`config.mk`:
```
export PLATFORM = sky130hd
export DESIGN_NAME = wildcard_star_regex_matcher_unit_flat
export DESIGN_NICKNAME = d
export VERILOG_FILES = /design/src/rtl/core/wsm_pkg.sv /design/src/rtl/core/wsm_ifs.sv /design/src/rtl/core/wsm_ctrl.sv /design/src/rtl/core/wsm_datapath.sv /design/src/rtl/core/wildcard_star_regex_matcher_unit.sv /design/src/flat_wrapper.sv
export SDC_FILE = /design/constraint.sdc
export NUM_CORES = 1
export LEC_CHECK = 0
export ABC_AREA = 1
export ABC_CLOCK_PERIOD_IN_PS = 4500
export BUFFER_PORTS_ARGS = -buffer_cell sky130_fd_sc_hd__buf_2
export CAP_MARGIN = 20
export CORE_ASPECT_RATIO = 0.7
export CORE_MARGIN = 10
export CORE_UTILIZATION = 63
export DETAILED_ROUTE_END_ITERATION = 6
export GPL_TIMING_DRIVEN = 0
export PLACE_DENSITY = 0.85
export SYNTH_ARGS = -nofsm -noshare
export SYNTH_HDL_FRONTEND = slang
export SYNTH_SLANG_ARGS = --single-unit
```
`constraint.sdc`:
```
create_clock -name clk -period 4.5 [get_ports clk]
set_input_delay 0.9 -clock clk [delete_from_list [all_inputs] [get_ports clk]]
set_output_delay 0.9 -clock clk [all_outputs]
set_load 0.02 [all_outputs]
```
`src/rtl/core/wsm_pkg.sv`:
```
// Shared constants, command codes and control types for the wildcard star matcher.
package wsm_pkg;

  // Element store capacity.
  localparam int MAX_ELEMENTS = 16;

  // Number of positions: one per element plus the final accepting position.
  localparam int POS_N = MAX_ELEMENTS + 1;

  // Width of an element count that can also hold the capacity itself.
  localparam int CNT_W = $clog2(POS_N);

  // Width of an index into the element store.
  localparam int IDX_W = (MAX_ELEMENTS > 1) ? $clog2(MAX_ELEMENTS) : 1;

  // Pattern bytes with a special meaning.
  localparam logic [7:0] STAR_BYTE = 8'h2A;
  localparam logic [7:0] DOT_BYTE  = 8'h2E;

  // Input item commands.
  typedef enum logic [1:0] {
    CMD_APPEND = 2'd0,
    CMD_FEED   = 2'd1,
    CMD_END    = 2'd2,
    CMD_CLEAR  = 2'd3
  } cmd_t;

  // Per-cycle operation strobes from the controller to the datapath.
  typedef struct packed {
    logic do_append;
    logic do_feed;
    logic do_report;
    logic do_clear;
  } dp_ctl_t;

endpackage

```
`src/rtl/core/wsm_ifs.sv`:
```
// Valid/ready channel interfaces for the matcher's input and result items.

interface wsm_in_if;
  logic             valid;
  logic             ready;
  wsm_pkg::cmd_t    command;
  logic [7:0]       char_value;

  modport source (output valid, output command, output char_value, input ready);
  modport sink   (input valid, input command, input char_value, output ready);
endinterface

interface wsm_out_if;
  logic valid;
  logic ready;
  logic matched;
  logic pattern_overflow;

  modport source (output valid, output matched, output pattern_overflow, input ready);
  modport sink   (input valid, input matched, input pattern_overflow, output ready);
endinterface

```
`src/rtl/core/wsm_ctrl.sv`:
```
// Controller: handshake state machine and command decode for the matcher.
module wsm_ctrl (
  input  logic               clk,
  input  logic               rst_n,
  input  logic               in_valid,
  input  wsm_pkg::cmd_t      in_command,
  output logic               in_ready,
  output logic               out_valid,
  input  logic               out_ready,
  output wsm_pkg::dp_ctl_t   dp_ctl
);
  import wsm_pkg::*;

  typedef enum logic {
    ST_EMPTY,
    ST_FULL
  } state_t;

  state_t state_r;
  state_t state_nxt;
  logic   accept;
  logic   is_report;

  // A new item may enter unless a result is waiting and is not taken this cycle.
  assign in_ready  = (state_r == ST_EMPTY) || out_ready;
  assign accept    = in_valid && in_ready;
  assign out_valid = (state_r == ST_FULL);

  // Decode the accepted command into datapath strobes.
  always_comb begin
    dp_ctl = '0;
    if (accept) begin
      unique case (in_command)
        CMD_APPEND: dp_ctl.do_append = 1'b1;
        CMD_FEED:   dp_ctl.do_feed   = 1'b1;
        CMD_END:    dp_ctl.do_report = 1'b1;
        CMD_CLEAR:  dp_ctl.do_clear  = 1'b1;
        default:    dp_ctl = '0;
      endcase
    end
  end

  assign is_report = dp_ctl.do_report;

  // Result slot occupancy.
  always_comb begin
    state_nxt = state_r;
    unique case (state_r)
      ST_EMPTY: begin
        if (is_report) state_nxt = ST_FULL;
      end
      ST_FULL: begin
        if (out_ready && !is_report) state_nxt = ST_EMPTY;
      end
      default: state_nxt = ST_EMPTY;
    endcase
  end

  always_ff @(posedge clk) begin
    if (!rst_n) begin
      state_r <= ST_EMPTY;
    end else begin
      state_r <= state_nxt;
    end
  end

endmodule

```
`src/rtl/core/wsm_datapath.sv`:
```
// Datapath: element store, active position set with star closure, result registers.
module wsm_datapath (
  input  logic               clk,
  input  logic               rst_n,
  input  wsm_pkg::dp_ctl_t   dp_ctl,
  input  logic [7:0]         char_value,
  output logic               matched,
  output logic               pattern_overflow
);
  import wsm_pkg::*;

  logic [7:0]        elem_byte_r [MAX_ELEMENTS];
  logic [MAX_ELEMENTS-1:0] elem_star_r;
  logic [MAX_ELEMENTS-1:0] elem_star_nxt;
  logic [CNT_W-1:0]  elem_cnt_r;
  logic [CNT_W-1:0]  elem_cnt_nxt;
  logic              ovf_r;
  logic              ovf_nxt;
  logic [POS_N-1:0]  raw_r;
  logic [POS_N-1:0]  raw_nxt;
  logic              matched_r;
  logic              ovf_out_r;

  logic [POS_N-1:0]        closed;
  logic [MAX_ELEMENTS-1:0] elem_valid;
  logic [MAX_ELEMENTS-1:0] hit;
  logic [POS_N-1:0]        stepped;
  logic [IDX_W-1:0]        last_idx;
  logic [IDX_W-1:0]        wr_idx;
  logic                    star_prev;
  logic                    store_full;
  logic                    write_elem;

  // Close the raw set over starred elements: a starred element may be skipped.
  always_comb begin
    closed[0] = raw_r[0];
    for (int p = 0; p < MAX_ELEMENTS; p++) begin
      closed[p+1] = raw_r[p+1] | (closed[p] & elem_star_r[p]);
    end
  end

  // One text byte: each live element that accepts it either stays (starred) or advances.
  always_comb begin
    for (int p = 0; p < MAX_ELEMENTS; p++) begin
      elem_valid[p] = (CNT_W'(p) < elem_cnt_r);
      hit[p] = closed[p] && elem_valid[p] &&
               ((elem_byte_r[p] == DOT_BYTE) || (elem_byte_r[p] == char_value));
    end
    stepped[0] = hit[0] & elem_star_r[0];
    for (int p = 1; p < MAX_ELEMENTS; p++) begin
      stepped[p] = (hit[p] & elem_star_r[p]) | (hit[p-1] & ~elem_star_r[p-1]);
    end
    stepped[MAX_ELEMENTS] = hit[MAX_ELEMENTS-1] & ~elem_star_r[MAX_ELEMENTS-1];
  end

  // Pattern append decisions.
  assign last_idx   = IDX_W'(elem_cnt_r - CNT_W'(1));
  assign wr_idx     = elem_cnt_r[IDX_W-1:0];
  assign star_prev  = (char_value == STAR_BYTE) && (elem_cnt_r != '0) &&
                      !elem_star_r[last_idx];
  assign store_full = (elem_cnt_r == CNT_W'(MAX_ELEMENTS));
  assign write_elem = dp_ctl.do_append && !ovf_r && !star_prev && !store_full;

  // Next state of the pattern store and the active set.
  always_comb begin
    elem_star_nxt = elem_star_r;
    elem_cnt_nxt  = elem_cnt_r;
    ovf_nxt       = ovf_r;
    raw_nxt       = raw_r;
    if (dp_ctl.do_append) begin
      if (!ovf_r) begin
        if (star_prev) begin
          elem_star_nxt[last_idx] = 1'b1;
        end else if (store_full) begin
          ovf_nxt = 1'b1;
        end else begin
          elem_star_nxt[wr_idx] = 1'b0;
          elem_cnt_nxt = elem_cnt_r + CNT_W'(1);
        end
      end
      raw_nxt = POS_N'(1);
    end
    if (dp_ctl.do_feed) begin
      raw_nxt = stepped;
    end
    if (dp_ctl.do_report) begin
      raw_nxt = POS_N'(1);
    end
    if (dp_ctl.do_clear) begin
      elem_star_nxt = '0;
      elem_cnt_nxt  = '0;
      ovf_nxt       = 1'b0;
      raw_nxt       = POS_N'(1);
    end
  end

  // Control state.
  always_ff @(posedge clk) begin
    if (!rst_n) begin
      elem_star_r <= '0;
      elem_cnt_r  <= '0;
      ovf_r       <= 1'b0;
      raw_r       <= POS_N'(1);
    end else begin
      elem_star_r <= elem_star_nxt;
      elem_cnt_r  <= elem_cnt_nxt;
      ovf_r       <= ovf_nxt;
      raw_r       <= raw_nxt;
    end
  end

  // Element bytes and result payload need no reset.
  always_ff @(posedge clk) begin
    if (write_elem) begin
      elem_byte_r[wr_idx] <= char_value;
    end
    if (dp_ctl.do_report) begin
      matched_r <= closed[elem_cnt_r];
      ovf_out_r <= ovf_r;
    end
  end

  assign matched          = matched_r;
  assign pattern_overflow = ovf_out_r;

endmodule

```
`src/rtl/core/wildcard_star_regex_matcher_unit.sv`:
```
// Latency: an end-of-text item shows its result in the cycle after it is accepted.
// Throughput: one item per cycle while the input is ready; a text byte updates every
// position together through the combinational star closure chain across all elements.
// An item is held off only while a result waits and the result side is not ready.
// Reset (synchronous, active low) empties the pattern, clears the overflow flag,
// arms position zero and drops any pending result.
module wildcard_star_regex_matcher_unit (
  input  logic       clk,
  input  logic       rst_n,
  wsm_in_if.sink     in_chan,
  wsm_out_if.source  out_chan
);
  import wsm_pkg::*;

  dp_ctl_t dp_ctl;

  // Handshake and command decode.
  wsm_ctrl u_ctrl (
    .clk        (clk),
    .rst_n      (rst_n),
    .in_valid   (in_chan.valid),
    .in_command (in_chan.command),
    .in_ready   (in_chan.ready),
    .out_valid  (out_chan.valid),
    .out_ready  (out_chan.ready),
    .dp_ctl     (dp_ctl)
  );

  // Pattern store, active set and result registers.
  wsm_datapath u_datapath (
    .clk              (clk),
    .rst_n            (rst_n),
    .dp_ctl           (dp_ctl),
    .char_value       (in_chan.char_value),
    .matched          (out_chan.matched),
    .pattern_overflow (out_chan.pattern_overflow)
  );

endmodule
```
`src/flat_wrapper.sv`:
```
// flat-port wrapper written by rule: the top's interface ports become plain ports
module wildcard_star_regex_matcher_unit_flat import wsm_pkg::*;
  (clk, rst_n, in_chan_valid, in_chan_command, in_chan_char_value, in_chan_ready, out_chan_valid, out_chan_matched, out_chan_pattern_overflow, out_chan_ready);
  wsm_in_if in_chan_i ();
  wsm_out_if out_chan_i ();
  input  logic clk;
  input  logic rst_n;
  input wire logic [$bits(in_chan_i.valid)-1:0] in_chan_valid;
  input wire logic [$bits(in_chan_i.command)-1:0] in_chan_command;
  input wire logic [$bits(in_chan_i.char_value)-1:0] in_chan_char_value;
  output wire logic [$bits(in_chan_i.ready)-1:0] in_chan_ready;
  output wire logic [$bits(out_chan_i.valid)-1:0] out_chan_valid;
  output wire logic [$bits(out_chan_i.matched)-1:0] out_chan_matched;
  output wire logic [$bits(out_chan_i.pattern_overflow)-1:0] out_chan_pattern_overflow;
  input wire logic [$bits(out_chan_i.ready)-1:0] out_chan_ready;
  assign in_chan_i.valid = in_chan_valid;
  assign in_chan_i.command = in_chan_command;
  assign in_chan_i.char_value = in_chan_char_value;
  assign in_chan_ready = in_chan_i.ready;
  assign out_chan_valid = out_chan_i.valid;
  assign out_chan_matched = out_chan_i.matched;
  assign out_chan_pattern_overflow = out_chan_i.pattern_overflow;
  assign out_chan_i.ready = out_chan_ready;
  wildcard_star_regex_matcher_unit u_core (.clk(clk), .rst_n(rst_n), .in_chan(in_chan_i), .out_chan(out_chan_i));
endmodule
```
==> flow_metrics.tcl <==
set metrics [dict create \
    cts-buffers-inserted 17 \
    num_io_pins 18 \
    port_buffers 17 \
    period_minus_slack_ps 4310 \
    synth_cell_types 45 \
    hold_class "reg2reg" \
    placed_area_sq_um 8790 \
    cp_max_fo 17 \
    cts_buffer_depth 2 \
    vdd_ir_drop_max_mv 0.306 \
    antenna_left 0 \
    grt_pass1_vias 6363 \
    grt_pass1_wl_microns 35700 \
    synth_edf_count 130 \
    hpwl_microns 15800 \
    fillers 950 \
    synth_top_area_cell "edfxtp_1" \
    postSynthAreaPerCell_sq_um 9.82 \
    cts_sinks 170 \
    area_delta_synth_final_pct 11.6 \
    cts_tree "built" \
    powerDensity_nw_per_um2 351 \
    status "complete, no violations" \
    antenna_found_initial 0 \
    p_leak_nw 3.15 \
    met2_usage 0.370 \
    drtIter0Drc 1079 \
    synth_fp_nets 880 \
    routedWlPerCell_microns 21.4 \
    rsz0062_at_grt "false" \
    setup.worst_path.end "u_core.u_datapath.elem_star_r[10]" \
    crit_arrival_ps 4660 \
    ys.flop_type "edfxtp_1" \
    crit_path_start_kind "input pin" \
    core-area_sq_um 13100 \
    viasPerCell 6.23 \
    r2r_cells 16 \
    synthTopCellsByArea "edfxtp_1 46%, dfxtp_1 9.5%, xnor2_1 8.6%, nand2_1 5.8%, inv_1 3.9%" \
    hold_viol 0 \
    grt-busiest-layer "met1" \
    grt_use_met1 0.374 \
    cp-end-kind "register" \
    grt_max_degree 18 \
    max_slew_margin 0.241 \
    synthArstFlopShare 0 \
    clock_latency_ps 440 \
    rows 35 \
    stdcell_area_sq_um 9440 \
    worstReg2RegStart "u_core.u_datapath.elem_cnt_r[0]" \
    finalWirelength_microns 23300 \
    die_w_microns 159 \
    yosys_warnings 0 \
    gp_congestion 1.02 \
    reg2reg_setup_slack_ps 240 \
    finalMaxSlewViolations 0 \
    r2r-end "u_core.u_datapath.elem_byte_r[8][6]" \
    grt_overflow 0 \
    firstDrtPassIters 6 \
    synthCells 862 \
    nets 925 \
    synth-seq-cells 170 \
    startpoint "in_chan_char_value[3]" \
    path_clk_slew_ps 60 \
    syn-cell-area_sq_um 8460 \
    vias 6761 \
    power_w 0.00331 \
    required_ps 4860 \
    fin_util 0.719 \
    die_h_microns 117 \
    yosysTopAreaCellShare 0.461 \
    use_met3 0.0672 \
    max_freq_ghz 0.232 \
    worst-setup-path-type "in2reg" \
    die_area_sq_um 18500 \
    maxCapViolCount 0 \
    fin_crit_sh 0.957 \
    fin_tns_setup_ps 0 \
    numPlacedInstances 1051 \
    final_cells 1086 \
    cts_root_buffer "clkbuf_16" \
    fin_worst_skew_ps 12.4 \
    worstMarginPinSlew_ps 1140 \
    drc 0 \
    initial_utilization 0.644 \
    yosysSeqAreaShare 0.556 \
    diodes 0 \
    finalSetupViolCount 0 \
    drive_gt1_frac 0.124 \
    cts_max_level 4 \
    gr-usage-all-layers 0.258 \
    hold_buffers 0 \
]
-- report_power, final --
group	leakage (nW)	total [W]	switching, W	internal [W]
combinational	1.40	0.000231	0.000165	0.0000656
clock	0.258	0.00138	0.000621	0.000762
sequential	1.49	0.00170	0.00000619	0.00169
total	3.15	0.00331	0.000792	0.00252
-- area by class of cell --
type / count / area, sq um / share of cell area
Buffer: 29 / 133 / 0.0140
Clock buffer: 18 / 429 / 0.0455
Clock inverter: 14 / 123 / 0.0130
Inverter: 91 / 345 / 0.0366
Multi-Input combinational cell: 571 / 3350 / 0.355
Sequential cell: 170 / 4710 / 0.498
Tap cell: 166 / 208 / 0.0220
Timing Repair Buffer: 27 / 150 / 0.0159
-- placed cells by master (no fill, tap or decap), drive strengths merged, types with 31 or more instances in the layout --
| cell type | n |
|---|---|
| nand3 | 40 |
| inv | 91 |
| edfxtp | 130 |
| xnor2 | 83 |
| clkbuf | 41 |
| dfxtp | 40 |
| a21oi | 44 |
| nor2 | 60 |
| buf | 31 |
| o21ai | 34 |
| nand4 | 37 |
| nand2 | 146 |
-- metal layers --
layer	wire length [microns]	vias up
met3	3430	40
li1	-	3080
met4	427	0
met5	0	-
met2	9760	500
met1	9640	3141
-- Yosys cell counts (all sizes together), types with 2 or more instances --
cell type,count
nand4,37
xnor2,83
or2,22
nand2,146
nor3,14
o21ai,34
o32ai,3
nand3,40
o22ai,11
clkbuf,24
clkinv,2
nor4,23
a41oi,2
edfxtp,130
a31oi,4
nand3b,3
o221ai,3
buf,4
dlygate4sd1,2
ha,4
xor2,16
dfxtp,40
o211ai,7
o2111ai,2
a21oi,44
nor2,60
inv,89
o311ai,2
-- kinds of logic (layout without fill, tap and decap cells) --
| kind of cell | count (synthesis) | after routing | share of synthesized area |
|---|---|---|---|
| AO/OA/AOI/OAI | 122 | 122 | 0.0868 |
| XOR/XNOR | 99 | 99 | 0.102 |
| adder cells (fa/ha/maj) | 4 | 4 | 0.00591 |
| buffers and inverters | 121 | 179 | 0.0562 |
| flip-flops | 170 | 170 | 0.556 |
| AND/OR/NAND/NOR | 346 | 346 | 0.193 |
-- flip-flops by register name, indices dropped and copies added, names as in the netlist --
signal,cells
u_core.u_datapath.matched,1
u_core.u_datapath.elem_cnt_r,5
u_core.u_datapath.elem_star_r,16
u_core.u_ctrl.out_valid,1
u_core.u_datapath.elem_byte_r,128
u_core.u_datapath.raw_r,17
u_core.u_datapath.ovf_r,1
u_core.u_datapath.pattern_overflow,1
-- worst max-delay path, stage by stage --
cell      delay (ps)
buf_2            360
buf_2            390
clkinv_1         380
nor4_1           280
nand4_1          250
a21oi_1          250
nand3_1          140
nand3_1           90
nor2_1            70
inv_1            200
clkbuf_1         470
buf_2            470
nand3_1          200
a21oi_1          180
-- per-stage QoR --
step | setup WS (ps) | hold WS [ps]
after global placement | -761 | 454
after detailed placement | -585 | 457
final | 195 | 466
after CTS | 11.7 | 467
after floorplan | 931 | 431
after global routing | 15.2 | 495
-- worst min-delay path by stage --
| stage | from | to | slack, ps | cells past startpoint |
|---|---|---|---|---|
| after floorplan | u_core.u_datapath.ovf_r | u_core.u_datapath.pattern_overflow | 430 | 0 |
| after global placement | u_core.u_datapath.raw_r[7] | u_core.u_datapath.raw_r[7] | 450 | 2 |
| after detailed placement | u_core.u_datapath.raw_r[8] | u_core.u_datapath.raw_r[8] | 460 | 2 |
| after CTS | u_core.u_datapath.raw_r[8] | u_core.u_datapath.raw_r[8] | 470 | 2 |
| after global routing | u_core.u_datapath.raw_r[12] | u_core.u_datapath.raw_r[12] | 500 | 2 |
| final | u_core.u_datapath.raw_r[8] | u_core.u_datapath.raw_r[8] | 470 | 2 |
-- timing repair --
action                                  4_1_cts  5_1_grt
endpoints found under the setup margin      115      129
setup buffers                                 0        3
gates resized for setup                      14        9
Power figures use the tool's default switching activity.
